--- src/sv/rapf_pkg.sv ---
// ----------------------------------------------------------------------------
// rapf_pkg - shared types and constants for the Fenwick range-add block
// Sizes of the cell store, position and value widths, and the command word
// that travels from the front end to the back end.
// ----------------------------------------------------------------------------
package rapf_pkg;

    localparam int SIZE    = 1024;
    localparam int ADDR_W  = $clog2(SIZE);
    // walk index: holds SIZE and end+1 up to twice SIZE
    localparam int IDX_W   = ADDR_W + 2;
    localparam int POS_W   = 11;
    localparam int AMT_W   = 32;
    localparam int VAL_W   = 64;
    localparam int QDEPTH  = 2;
    localparam int QPTR_W  = $clog2(QDEPTH);
    localparam int QCNT_W  = $clog2(QDEPTH + 1);

    localparam logic OP_ADD   = 1'b0;
    localparam logic OP_QUERY = 1'b1;

    typedef struct packed {
        logic               is_query;
        logic [IDX_W-1:0]   pos_a;    // add start, or query position
        logic [IDX_W-1:0]   pos_b;    // add end + 1
        logic [VAL_W-1:0]   amount;   // sign-extended add amount
    } t_cmd;

endpackage

--- src/sv/rapf_front.sv ---
// ----------------------------------------------------------------------------
// rapf_front - command intake and queue
// Takes items on the start/busy handshake, turns each into a walk command
// (clamped positions, sign-extended amount) and holds it in a small queue.
// ----------------------------------------------------------------------------
module rapf_front (
    input  logic                          i_clk,
    input  logic                          i_rst_n,
    input  logic                          i_start,
    input  logic                          i_opcode,
    input  logic [rapf_pkg::POS_W-1:0]    i_range_start,
    input  logic [rapf_pkg::POS_W-1:0]    i_range_end,
    input  logic signed [rapf_pkg::AMT_W-1:0] i_add_amount,
    input  logic [rapf_pkg::POS_W-1:0]    i_query_index,
    input  logic                          i_hold,
    input  logic                          i_pop,
    output logic                          o_busy,
    output logic                          o_cmd_valid,
    output rapf_pkg::t_cmd                o_cmd
);

    rapf_pkg::t_cmd                   r_q [rapf_pkg::QDEPTH];
    logic [rapf_pkg::QPTR_W-1:0]      r_wp, n_wp;
    logic [rapf_pkg::QPTR_W-1:0]      r_rp, n_rp;
    logic [rapf_pkg::QCNT_W-1:0]      r_cnt, n_cnt;
    logic                             push;
    logic                             pop;
    rapf_pkg::t_cmd                   cmd_in;
    logic [rapf_pkg::IDX_W-1:0]       start_x;
    logic [rapf_pkg::IDX_W-1:0]       qidx_x;

    assign o_busy      = i_hold || (r_cnt == rapf_pkg::QCNT_W'(rapf_pkg::QDEPTH));
    assign push        = i_start && !o_busy;
    assign pop         = i_pop && (r_cnt != '0);
    assign o_cmd_valid = (r_cnt != '0);
    assign o_cmd       = r_q[r_rp];

    always_comb begin
        start_x = rapf_pkg::IDX_W'(i_range_start);
        qidx_x  = rapf_pkg::IDX_W'(i_query_index);
        cmd_in.is_query = (i_opcode == rapf_pkg::OP_QUERY);
        cmd_in.amount   = {{(rapf_pkg::VAL_W-rapf_pkg::AMT_W){i_add_amount[rapf_pkg::AMT_W-1]}},
                           i_add_amount};
        cmd_in.pos_b    = rapf_pkg::IDX_W'(i_range_end) + rapf_pkg::IDX_W'(1);
        if (cmd_in.is_query) begin
            // positions past the end read as the last position
            cmd_in.pos_a = (qidx_x > rapf_pkg::IDX_W'(rapf_pkg::SIZE)) ?
                           rapf_pkg::IDX_W'(rapf_pkg::SIZE) : qidx_x;
        end else begin
            cmd_in.pos_a = (start_x == '0) ? rapf_pkg::IDX_W'(1) : start_x;
        end
    end

    always_comb begin
        n_wp  = push ? r_wp + rapf_pkg::QPTR_W'(1) : r_wp;
        n_rp  = pop  ? r_rp + rapf_pkg::QPTR_W'(1) : r_rp;
        n_cnt = r_cnt + rapf_pkg::QCNT_W'(push) - rapf_pkg::QCNT_W'(pop);
    end

    always_ff @(posedge i_clk) begin
        if (!i_rst_n) begin
            r_wp  <= '0;
            r_rp  <= '0;
            r_cnt <= '0;
        end else begin
            r_wp  <= n_wp;
            r_rp  <= n_rp;
            r_cnt <= n_cnt;
        end
    end

    always_ff @(posedge i_clk) begin
        if (push) begin
            r_q[r_wp] <= cmd_in;
        end
    end

endmodule

--- config.mk ---
export PLATFORM = sky130hd
export DESIGN_NAME = rapf_front
export DESIGN_NICKNAME = d
export VERILOG_FILES = /design/src/sv/rapf_pkg.sv /design/src/sv/rapf_front.sv
export SDC_FILE = /design/constraint.sdc
export NUM_CORES = 1
export LEC_CHECK = 0
export BUFFER_PORTS_ARGS = -buffer_cell sky130_fd_sc_hd__buf_2
export CAP_MARGIN = 20
export CELL_PAD_IN_SITES_DETAIL_PLACEMENT = 0
export CELL_PAD_IN_SITES_GLOBAL_PLACEMENT = 2
export CORE_ASPECT_RATIO = 1.1
export CORE_MARGIN = 8
export CORE_UTILIZATION = 25
export CTS_BUF_LIST = sky130_fd_sc_hd__clkbuf_4
export DETAILED_ROUTE_END_ITERATION = 7
export PLACE_DENSITY_LB_ADDON = 0.12
export SYNTH_ARGS = -nofsm -noshare
export SYNTH_HDL_FRONTEND = slang
export SYNTH_SLANG_ARGS = --single-unit
export TNS_END_PERCENT = 30
--- constraint.sdc ---
create_clock -name i_clk -period 5.2 [get_ports i_clk]
set_input_delay 1.04 -clock i_clk [delete_from_list [all_inputs] [get_ports i_clk]]
set_output_delay 1.04 -clock i_clk [all_outputs]
set_load 0.02 [all_outputs]
# [Yosys cells after proc, flatten, opt, wreduce, memory -nomap -nowiden]
# Memories as Yosys holds them, arrays and structs flattened. A register that Yosys moved wholly into a read port is not among the register bits.
# Index checks and enable logic that the tools add are counted.
# W data, S select, Z words.
[totals] regBits=4 latch_bits=0 mem_bits_rw=178 mem_bits_ro=0 output_inout_bits=91 word_cells=24 memories=1
[op_classes] addsub=5 multipliers=0 div=0 order_cmp=1 n_eq_ne=1 n_shift=0 mux=7 bitwise=0 n_reduce_logical=6
[mem_list] memory="r_q" depth=2 word_bits=89 rd=1 rd_clocked_by_memory_dff=1 write_ports=1 line_no="rapf_front.sv:22" text="rapf_pkg::t_cmd r_q [rapf_pkg::QDEPTH];"
[ops] operator="$mux W11" n=2
[ops] operator="$add A11 B1 Y12 const B" n=1
[ops] operator="$mux W12" n=1
[ops] operator="$gt A11 B11 Y1 const B" n=1
[ops] operator="$logic_not A11 Y1" n=1
[ops] operator="$mux W1" n=4
[ops] operator="$add A1 B1 Y1 const B" n=2
[ops] operator="$add A2 B1 Y2" n=1
[ops] operator="$eq A2 B2 Y1 const B" n=1
[ops] operator="$logic_and A1 B1 Y1" n=2
[ops] operator="$reduce_bool A2 Y1" n=1
[ops] operator="$sub A2 B1 Y2" n=1
[ops] operator="$logic_not A1 Y1" n=1
[ops] operator="$logic_or A1 B1 Y1" n=1

# [Logic depth before layout (Yosys ltp)]
# Gate-level depths: netlist (run 1).
[logic_depth] ltp_word=6 mapped_depth=8

# [Worst setup path before layout (run 1)]
# OpenSTA, ideal clock, no wires.
[synth_timing] path_kind="input-to-reg" startpoint="input port i_start" endpoint="memory r_q[1][0] (netlist name) (enable)" arrival_time_ns=3.902 slack_ns=0.828 stages=3 cell_sequence="inv_1 -> or3_2 -> nor2_1"
[synth_via] elab_chain_len=3
[synth_lines] element="start, declared" line_no="rapf_front.sv:9" text="input logic i_start,"
[synth_lines] element="$logic_and A1 B1 Y1" line_no="rapf_front.sv:33" text="assign push = i_start && !o_busy;"
[synth_lines] element="$mux W1" line_no="rapf_front.sv:73" text="if (push) begin"
[synth_lines] element="$mux W1 (not written as such)" line_no="rapf_front.sv:74" text="r_q[r_wp] <= cmd_in;"
[synth_lines] element="end, declared" line_no="rapf_front.sv:22"
# Every way passes these cells.

==> reports/metrics.yaml, run 1 <==
die_h_um: 163
grt_max_degree: 41
synthCells: 303
cts_tree: "yes"
hold_violations: 0
rr_endpoint: "r_q[1][76]"
grt_pass1_vias: 3058
yosys-top-cells-area: "edfxtp_1 (68%), mux2_2 (13%), buf_4 (5.6%), dfxtp_1 (2.0%), nand3b_1 (1.5%)"
cts_buffers: 17
start_kind: "register"
grt_pass1_wl_um: 17400
ys_seq_area_share_pct: 70.2
cts_buffer_depth: 2
post_cts_buffers: 0
final_area_um2: 6040
post_drt_wl_per_cell_um: 16.4
hp-class: "reg -> reg"
finalCriticalPeriod_ps: 3480
cts_max_level: 4
setup_viol: 0
powerDensity_nw_per_um2: 431
power_uw: 2600
yosys.area.top_type: "edfxtp_1"
synthArstFlopShare_pct: 0
slew_headroom_pct: 37.8
cts_resized: 0
synth_edf_count: 112
clock_skew_ps: 8.14
dp_hpwl_um: 8390
synth.avg_cell_area_um2: 16.3
yosysMostFrequentCell: "edfxtp_1"
synth.distinct_cells: 31
multi_input_area_um2: 1120
rr_worst_depth: 4
tightest_slew_ps: 933
vias: 2882
required_ps: 4160
p_leak_uw: 0.00230
dieArea_um2: 24500
syn_nets: 377
drive_gt1_share_pct: 56.9
synth_common_cells: "edfxtp_1 (112), mux2_2 (57), buf_4 (37)"
min_from: "r_wp"
r2r_slack_ps: 2690
fmax_mhz: 288
dpl-instance-area_um2: 5790
io_pins: 162
critical_path.cell_chain: "buf_4 -> mux2_2 -> buf_2"
numPortBuffers: 160
cap_violations: 0
drtPass1Iterations: 4
final_max_slew_viol_count: 0
antenna_found_initial: 1
drt_iter0_drc: 88
grt-ovfl-total: 0
holdPathEnd: "r_wp"
area_growth_pct: 22.5
cp_max_fo: 33
fillers: 2032
wirelength_um: 11700
dp_cells: 677
gp_congestion: 0.699
ir_drop_uv: 157
clock_latency_ps: 510
fp.dieW_um: 150
nets: 518
rows: 54
hold_ws_ps: 504
ys_seq_elements: 117
fin_crit_sh_pct: 66.9
hold_depth: 2
drc: 0
status: "finished, final reports clean"
cts_sinks: 117
crit_slowest_cell: "dfxtp_2"
netlist_area_um2: 4930
synth-main-ff-cell: "edfxtp_1"
grtUsageTotal_pct: 9.69
synth_warnings: 0
coreArea_um2: 19600
stdcell_count: 712
rsz0062_at_grt: "no"
synth_top_area_share_pct: 68.2
cts-root-buf: "clkbuf_4"
arrival_ps: 2440
critPathCaptureType: "output pin"
r2r-start: "r_cnt[1]"
path_class: "reg -> out"
clk_pin_slew_worst_paths_ps: 100
seq_area_um2: 3460
setup_tns_ps: 0
start_util_pct: 25.2
max_stage_delay_ps: 900
hold_buffers: 0
vias_per_cell: 4.05
ant_nets: 0
==> area by class of cell <==
type	count	share of cell area, %
Antenna cell	3	0.124
Clock inverter	15	1.93
Clock buffer	17	2.11
Inverter	16	0.994
Tap cell	252	5.22
Sequential cell	117	57.4
Multi-Input combinational cell	128	18.5
Timing Repair Buffer	164	13.8
==> worst max path at each step <==
stage	slack [ps]	end	startpoint
finish	1720	o_cmd[5]	register
detailed placement	1850	r_q[1][78]	i_hold
floorplan	830	r_q[1][0]	i_start
global placement	1850	r_q[1][78]	i_hold
global route	1440	o_cmd[2]	register
CTS	1510	o_cmd[6]	register
==> metrics by stage <==
step | setup slack [ps] | utilization, %
finish | 1720 | 30.8
CTS | 1510 | 30.8
global placement | 1850 | 29.5
global route | 1440 | 30.8
floorplan | 828 | -
detailed placement | 1850 | 29.5
==> power by group <==
part	internal [uW]	total (uW)	switching (uW)
Clock	228	572	343
Sequential	1120	1190	62.2
Combinational	332	846	514
==> cells by family after synthesis <==
logic type	synth area share, %
multiplexers	13.0
buffers and inverters	7.28
AND/OR/NAND/NOR	5.38
adder cells (fa/ha/maj)	0.761
flip-flops	70.2
other	0.0760
XOR/XNOR	1.95
AO/OA/AOI/OAI	1.32
==> cells in the final DEF, fill, tap and decap left out, types with 2 or more instances in the layout <==
cell type / synthesis / routed
clkinv_2: 0 / 5
edfxtp_1: 112 / 112
nand3b_1: 10 / 10
nor2_1: 6 / 5
clkbuf_4: 0 / 17
nor3_1: 6 / 6
buf_4: 37 / 4
nand3_1: 6 / 6
xnor2_1: 5 / 5
mux2_2: 57 / 57
buf_2: 2 / 160
ha_1: 3 / 3
nor4_1: 2 / 2
xor2_1: 6 / 6
clkinv_1: 0 / 2
inv_1: 16 / 15
nand2_1: 4 / 4
or2_2: 2 / 2
clkinvlp_4: 0 / 6
dfxtp_1: 5 / 4
o21ai_0: 9 / 9
diode_2: 0 / 3
==> metal layers <==
layer / global-route usage (%) / vias to the layer above / share of wire, %
met1: 10.2 / 1408 / 39
li1: - / 1369 / -
met5: 0 / - / 0
met4: 3.96 / 0 / 0.68
met2: 17.1 / 101 / 53
met3: 3.74 / 4 / 7.4
==> registers in the layout, indices dropped and copies added, names as in the netlist, named ones only <==
name	flops
r_cnt	2
r_q	112
r_rp	1
r_wp	1
==> worst max-delay path: cells and delay by family, from the launching register on <==
kind                   cells  cell delay (ps)
buffers and inverters      2              620
flip-flops                 1              900
multiplexers               1              400
Note: power is estimated with default switching activity, not from simulation.
==> run 2, diff against run 1 <==
--- a/config.mk
+++ b/config.mk
@@ -5,6 +5,7 @@
 export SDC_FILE = /design/constraint.sdc
 export NUM_CORES = 1
 export LEC_CHECK = 0
+export ABC_AREA = 1
 export BUFFER_PORTS_ARGS = -buffer_cell sky130_fd_sc_hd__buf_2
 export CAP_MARGIN = 20
 export CELL_PAD_IN_SITES_DETAIL_PLACEMENT = 0
==> constraint.sdc (replaced) <==
create_clock -name i_clk -period 3.5 [get_ports i_clk]
set_input_delay 0.7 -clock i_clk [delete_from_list [all_inputs] [get_ports i_clk]]
set_output_delay 0.7 -clock i_clk [all_outputs]
set_load 0.02 [all_outputs]
==> reports/metrics.yaml, run 2 <==
status: "finished, final reports clean"
yosysMostFrequentCell: "edfxtp_1"
ir_drop_uv: 181  # +15%
nets: 567  # +9.5%
fillers: 2122  # +4.4%
grt_pass1_vias: 3400  # +11%
final_max_slew_viol_count: 0  # unchanged
p_leak_uw: 0.00267  # +16%
clk_pin_slew_worst_paths_ps: 130  # +30 ps
grt_pass1_wl_um: 18600  # +6.9%
ys_seq_area_share_pct: 66.3  # -3.9 points
largest_registers: "r_q: 112 flops, r_cnt: 2 flops"
dp_cells: 730  # +7.8%
area_growth_pct: 23.0
synth_top_area_share_pct: 64.4  # -3.8 points
cts-root-buf: "clkbuf_4"
ys_seq_elements: 117  # unchanged
cts_buffer_depth: 2  # unchanged
post_cts_buffers: 0  # unchanged
hold_violations: 0  # unchanged
endpoint: "o_cmd[4]"
required_ps: 2800  # -1360 ps
fp.dieW_um: 154  # +2.6%
numPortBuffers: 160  # unchanged
cp_max_fo: 31  # -6.1%
cts_tree: "yes"
dp_hpwl_um: 8760  # +4.4%
synth_warnings: 0  # unchanged
clock_skew_ps: 17.6  # +9.45 ps
stdcell_count: 763  # +7.2%
multi_input_area_um2: 1370  # +22%
hold_buffers: 0  # unchanged
synthArstFlopShare_pct: 0  # unchanged
path_buf_inv: 2  # unchanged
dpl-instance-area_um2: 6100  # +5.4%
slew_headroom_pct: 61.8  # +24 points
rsz0062_at_grt: "no"
layout_commonest_cell: "buf_2"
drt_iter0_drc: 110  # +25%
rr_worst_depth: 5  # +1
io_pins: 162  # unchanged
fin_util_pct: 31.3  # +0.50 points
cts_buffers: 17  # unchanged
r2r-start: "r_cnt[0]"
fmax_mhz: 363
cp.depth: 3  # unchanged
setup_tns_ps: 0  # unchanged
wirelength_um: 11800  # +1.6%
r2r_slack_ps: 1680  # -1010 ps
powerDensity_nw_per_um2: 626  # +45%
vias: 3027  # +5.0%
syn_nets: 423  # +12%
cts_resized: 0  # unchanged
coreArea_um2: 20500  # +4.7%
clock_latency_ps: 510  # about the same
critPathCaptureType: "output pin"
power_uw: 4020  # +54%
setup_viol: 0  # unchanged
grt_max_degree: 37  # -9.8%
rows: 55  # +1.9%
largest_reg_flops: 112  # unchanged
largest-register: "r_q"
start_util_pct: 25.5  # +0.29 points
dieArea_um2: 25800  # +5.3%
hp-class: "in -> reg"
grtUsageTotal_pct: 9.58  # -0.11 points
arrival_ps: 2050  # -390 ps
synth_common_cells: "edfxtp_1 (112), nand2_1 (54), mux2_4 (40)"
tightest_slew_ps: 573  # -360 ps
post_drt_wl_per_cell_um: 15.5  # -5.2%
gp_congestion: 0.696  # -0.44%
synth-main-ff-cell: "edfxtp_1"
synth.avg_cell_area_um2: 15.0  # -8.1%
path_class: "reg -> out"
die_h_um: 168  # +2.6%
synth_edf_count: 112  # unchanged
synthCells: 349  # +15%
drc: 0  # unchanged
final_cell_mix: "buf_2 (160), edfxtp_1 (112), nand2_1 (54)"
netlist_area_um2: 5220  # +5.9%
max_stage_delay_ps: 660  # -240 ps
ant_nets: 0  # unchanged
start_kind: "register"
drtPass1Iterations: 4  # unchanged
drive_gt1_share_pct: 51.6  # -5.3 points
rr_endpoint: "r_q[1][65]"
grt-ovfl-total: 0  # unchanged
antenna_found_initial: 2  # +1
crit_family: "flip-flops"
critical_path.cell_chain: "buf_12 -> mux2_1 -> buf_2"
synth.distinct_cells: 30  # -3.2%
cap_violations: 0  # unchanged
yosys.area.top_type: "edfxtp_1"
vias_per_cell: 3.97  # -2.0%
fin_crit_sh_pct: 78.7
seq_area_um2: 3470  # about the same
crit_slowest_cell: "dfxtp_4"
cts_max_level: 4  # unchanged
finalCriticalPeriod_ps: 2750
yosys-top-cells-area: "edfxtp_1 (64%), mux2_4 (11%), buf_4 (4.9%), nand2_1 (3.9%), mux2_2 (2.2%)"
final_area_um2: 6420  # +6.4%
cts_sinks: 117  # unchanged
[run 2: cell count changes in the layout (fill, tap and decap cells not counted), moves of 7 or more]
cell / before / now
nand3b_1: 10 / 0
mux2_2: 57 / 10
nand2_1: 4 / 54
mux2_4: 0 / 40
nor2_1: 5 / 12
inv_1: 15 / 25
[run 2: layer usage]
| metal | up-vias | share of wire, % | track usage (%) |
|---|---|---|---|
| met1 | 1408 | 41 | 10.1 |
| met4 | 2 | 0.93 | 4.09 |
| met5 | - | 0.084 | 0 |
| li1 | 1487 | - | - |
| met3 | 7 | 9.1 | 4.89 |
| met2 | 123 | 49 | 15.8 |
[run 2: logic make-up after synthesis]
family | synth area share [%]
buf+inv | 7.81
xor+xnor | 1.34
compound gates | 1.46
other cells | 0.0718
simple gates | 7.33
mux | 14.9
fa+ha+maj | 0.719
flops | 66.3
[run 2: power by group]
group          internal, uW  leakage, uW  total [uW]  switching (uW)
clock network           515     0.000168        1080             562
registers              1670      0.00107        1750            77.5
logic                   489      0.00143        1200             707
total                  2670      0.00267        4020            1350
[run 2: worst min-delay path by stage]
stage,from,endpoint,slack [ps],depth (start not counted)
after floorplan,r_rp,register,430,1
after global placement,r_rp,register,440,1
after detailed placement,r_rp,register,430,1
after CTS,i_add_amount[1],r_q[1][1],290,1
after global routing,i_add_amount[1],r_q[1][1],270,1
final,i_add_amount[1],r_q[1][1],370,1
[run 2: cell type report]
type / instances / share of cell area, %
diodes: 1 / 0.0390
clock buffers: 17 / 1.99
clock inverters: 15 / 2.98
inverters: 26 / 1.52
multi-input cells: 166 / 21.3
flip-flops and latches: 117 / 54.0
well taps: 256 / 4.99
repair buffers: 165 / 13.2
[run 2: per-stage QoR]
stage	setup WS (ps)	hold WS, ps
after global routing	549	271
after CTS	614	288
final	746	367
after detailed placement	1230	433
after floorplan	-235	431
after global placement	1250	441
[run 2: worst reg2reg max path, stage by stage (launching register included)]
cell,delay [ps]
dfxtp_1,370
inv_1,60
nand2_1,70
nand3_1,250
nor2_4,180
buf_4,500
==> run 3, diff against run 2 <==
--- a/config.mk
+++ b/config.mk
@@ -5,7 +5,7 @@
 export SDC_FILE = /design/constraint.sdc
 export NUM_CORES = 1
 export LEC_CHECK = 0
-export ABC_AREA = 1
+export ABC_AREA = 0
 export BUFFER_PORTS_ARGS = -buffer_cell sky130_fd_sc_hd__buf_2
 export CAP_MARGIN = 20
 export CELL_PAD_IN_SITES_DETAIL_PLACEMENT = 0
==> constraint.sdc (replaced) <==
create_clock -name i_clk -period 2.4 [get_ports i_clk]
set_input_delay 0.48 -clock i_clk [delete_from_list [all_inputs] [get_ports i_clk]]
set_output_delay 0.48 -clock i_clk [all_outputs]
set_load 0.02 [all_outputs]
==> reports/metrics.yaml, run 3 (synthesized netlist as in run 1, its figures left out) <==
status: "finished, final reports clean"
hp-class: "in -> reg"
final_max_slew_viol_count: 0  # unchanged
grt-ovfl-total: 0  # unchanged
vias_per_cell: 4.04  # +1.7%
cts-root-buf: "clkbuf_4"
nets: 519  # -8.5%
drive_gt1_share_pct: 57.2  # +5.6 points
ant_nets: 0  # unchanged
drc: 0  # unchanged
required_ps: 1920  # -880 ps
max_stage_delay_ps: 490  # -170 ps
largest-register: "r_q"
stdcell_count: 713  # -6.6%
path_buf_inv: 2  # unchanged
p_leak_uw: 0.00234  # -12%
cap_violations: 0  # unchanged
post_cts_buffers: 0  # unchanged
gp_congestion: 0.663  # -4.8%
clock_skew_ps: 13.5  # -4.09 ps
fin_util_pct: 31.2  # -0.085 points
fp.dieW_um: 150  # -2.5%
grt_max_degree: 57  # +54%
hold_ws_ps: 150  # -217 ps
wirelength_um: 11400  # -4.0%
rsz0062_at_grt: "no"
rr_endpoint: "r_cnt[1]"
drt_iter0_drc: 135  # +23%
rr_worst_depth: 8  # +3
r2r_slack_ps: 410  # -1270 ps
dp_cells: 678  # -7.1%
critPathCaptureType: "output pin"
io_pins: 162  # unchanged
cp_max_fo: 11  # -65%
fin_crit_sh_pct: 92.4
layout_commonest_cell: "buf_2"
grt_pass1_vias: 3031  # -11%
clock_latency_ps: 510  # about the same
path_class: "reg -> out"
crit_family: "flip-flops"
ir_drop_uv: 277  # +54%
start_util_pct: 25.2  # -0.29 points
min_from: "i_add_amount[0]"
critical_path.cell_chain: "buf_4 -> mux2_2 -> buf_2"
numPortBuffers: 160  # unchanged
post_drt_wl_per_cell_um: 15.9  # +2.7%
cp.depth: 3  # unchanged
cts_buffers: 17  # unchanged
coreArea_um2: 19600  # -4.5%
fillers: 2033  # -4.2%
cts_sinks: 117  # unchanged
r2r-start: "r_cnt[0]"
hold_depth: 1  # unchanged
dp_hpwl_um: 7990  # -8.8%
arrival_ps: 1740  # -310 ps
grt_pass1_wl_um: 16800  # -9.6%
start_kind: "register"
largest_registers: "r_q: 112 flops, r_cnt: 2 flops"
cts_buffer_depth: 2  # unchanged
finalCriticalPeriod_ps: 2220
hold_buffers: 0  # unchanged
antenna_found_initial: 3  # +1
rows: 54  # -1.8%
final_cell_mix: "buf_2 (160), edfxtp_1 (112), mux2_2 (56)"
cts_max_level: 4  # unchanged
cts_resized: 1  # +1
vias: 2878  # -4.9%
area_growth_pct: 24.1
cts_tree: "yes"
hold_violations: 0  # unchanged
powerDensity_nw_per_um2: 943  # +51%
dieArea_um2: 24500  # -5.0%
fmax_mhz: 451
holdPathEnd: "r_q[1][0]"
die_h_um: 163  # -2.6%
crit_slowest_cell: "dfxtp_4"
grtUsageTotal_pct: 9.38  # -0.20 points
clk_pin_slew_worst_paths_ps: 120  # about the same
largest_reg_flops: 112  # unchanged
setup_viol: 0  # unchanged
drtPass1Iterations: 4  # unchanged
[run 3: per-stage QoR]
stage / instance area (um2) / TNS (ps) / setup WS [ps] / total power, uW
global placement: 5850 / 0 / 269 / 4580
floorplan: 4940 / -6520 / -116 / 4040
finish: 6120 / 0 / 183 / 5770
global route: 6120 / 0 / 9.43 / 6130
CTS: 6110 / 0 / 54.5 / 5940
detailed placement: 5850 / 0 / 232 / 4580
[run 3: area by class of cell]
class	count	area, um2	area share, %
flip-flops and latches	117	3470	56.6
multi-input cells	128	1120	18.3
repair buffers	165	888	14.5
well taps	252	315	5.15
clock inverters	15	134	2.19
clock buffers	17	128	2.09
inverters	16	60.1	0.981
diodes	3	7.51	0.123
[run 3: report_power, final]
part,switching [uW],internal [uW],leakage (uW)
registers,88.0,2430,0.00107
clock network,788,518,0.000133
logic,1170,777,0.00113
total,2040,3730,0.00234
[run 3: worst max path at each step]
stage | slack (ps) | from | end
CTS | 50 | register | o_cmd[26]
detailed placement | 230 | i_hold | r_cnt[1]
global route | 9 | register | o_cmd[26]
finish | 180 | register | o_cmd[29]
floorplan | -120 | i_start | r_q[0][0]
global placement | 270 | i_hold | r_cnt[1]
[run 3: per-layer routing]
metal	up-vias	share of wire (%)	global-route usage, %
met5	-	0.23	0
met4	4	0.98	3.96
met3	10	8.4	4.18
met2	97	52	16.1
met1	1393	38	9.79
li1	1374	-	-
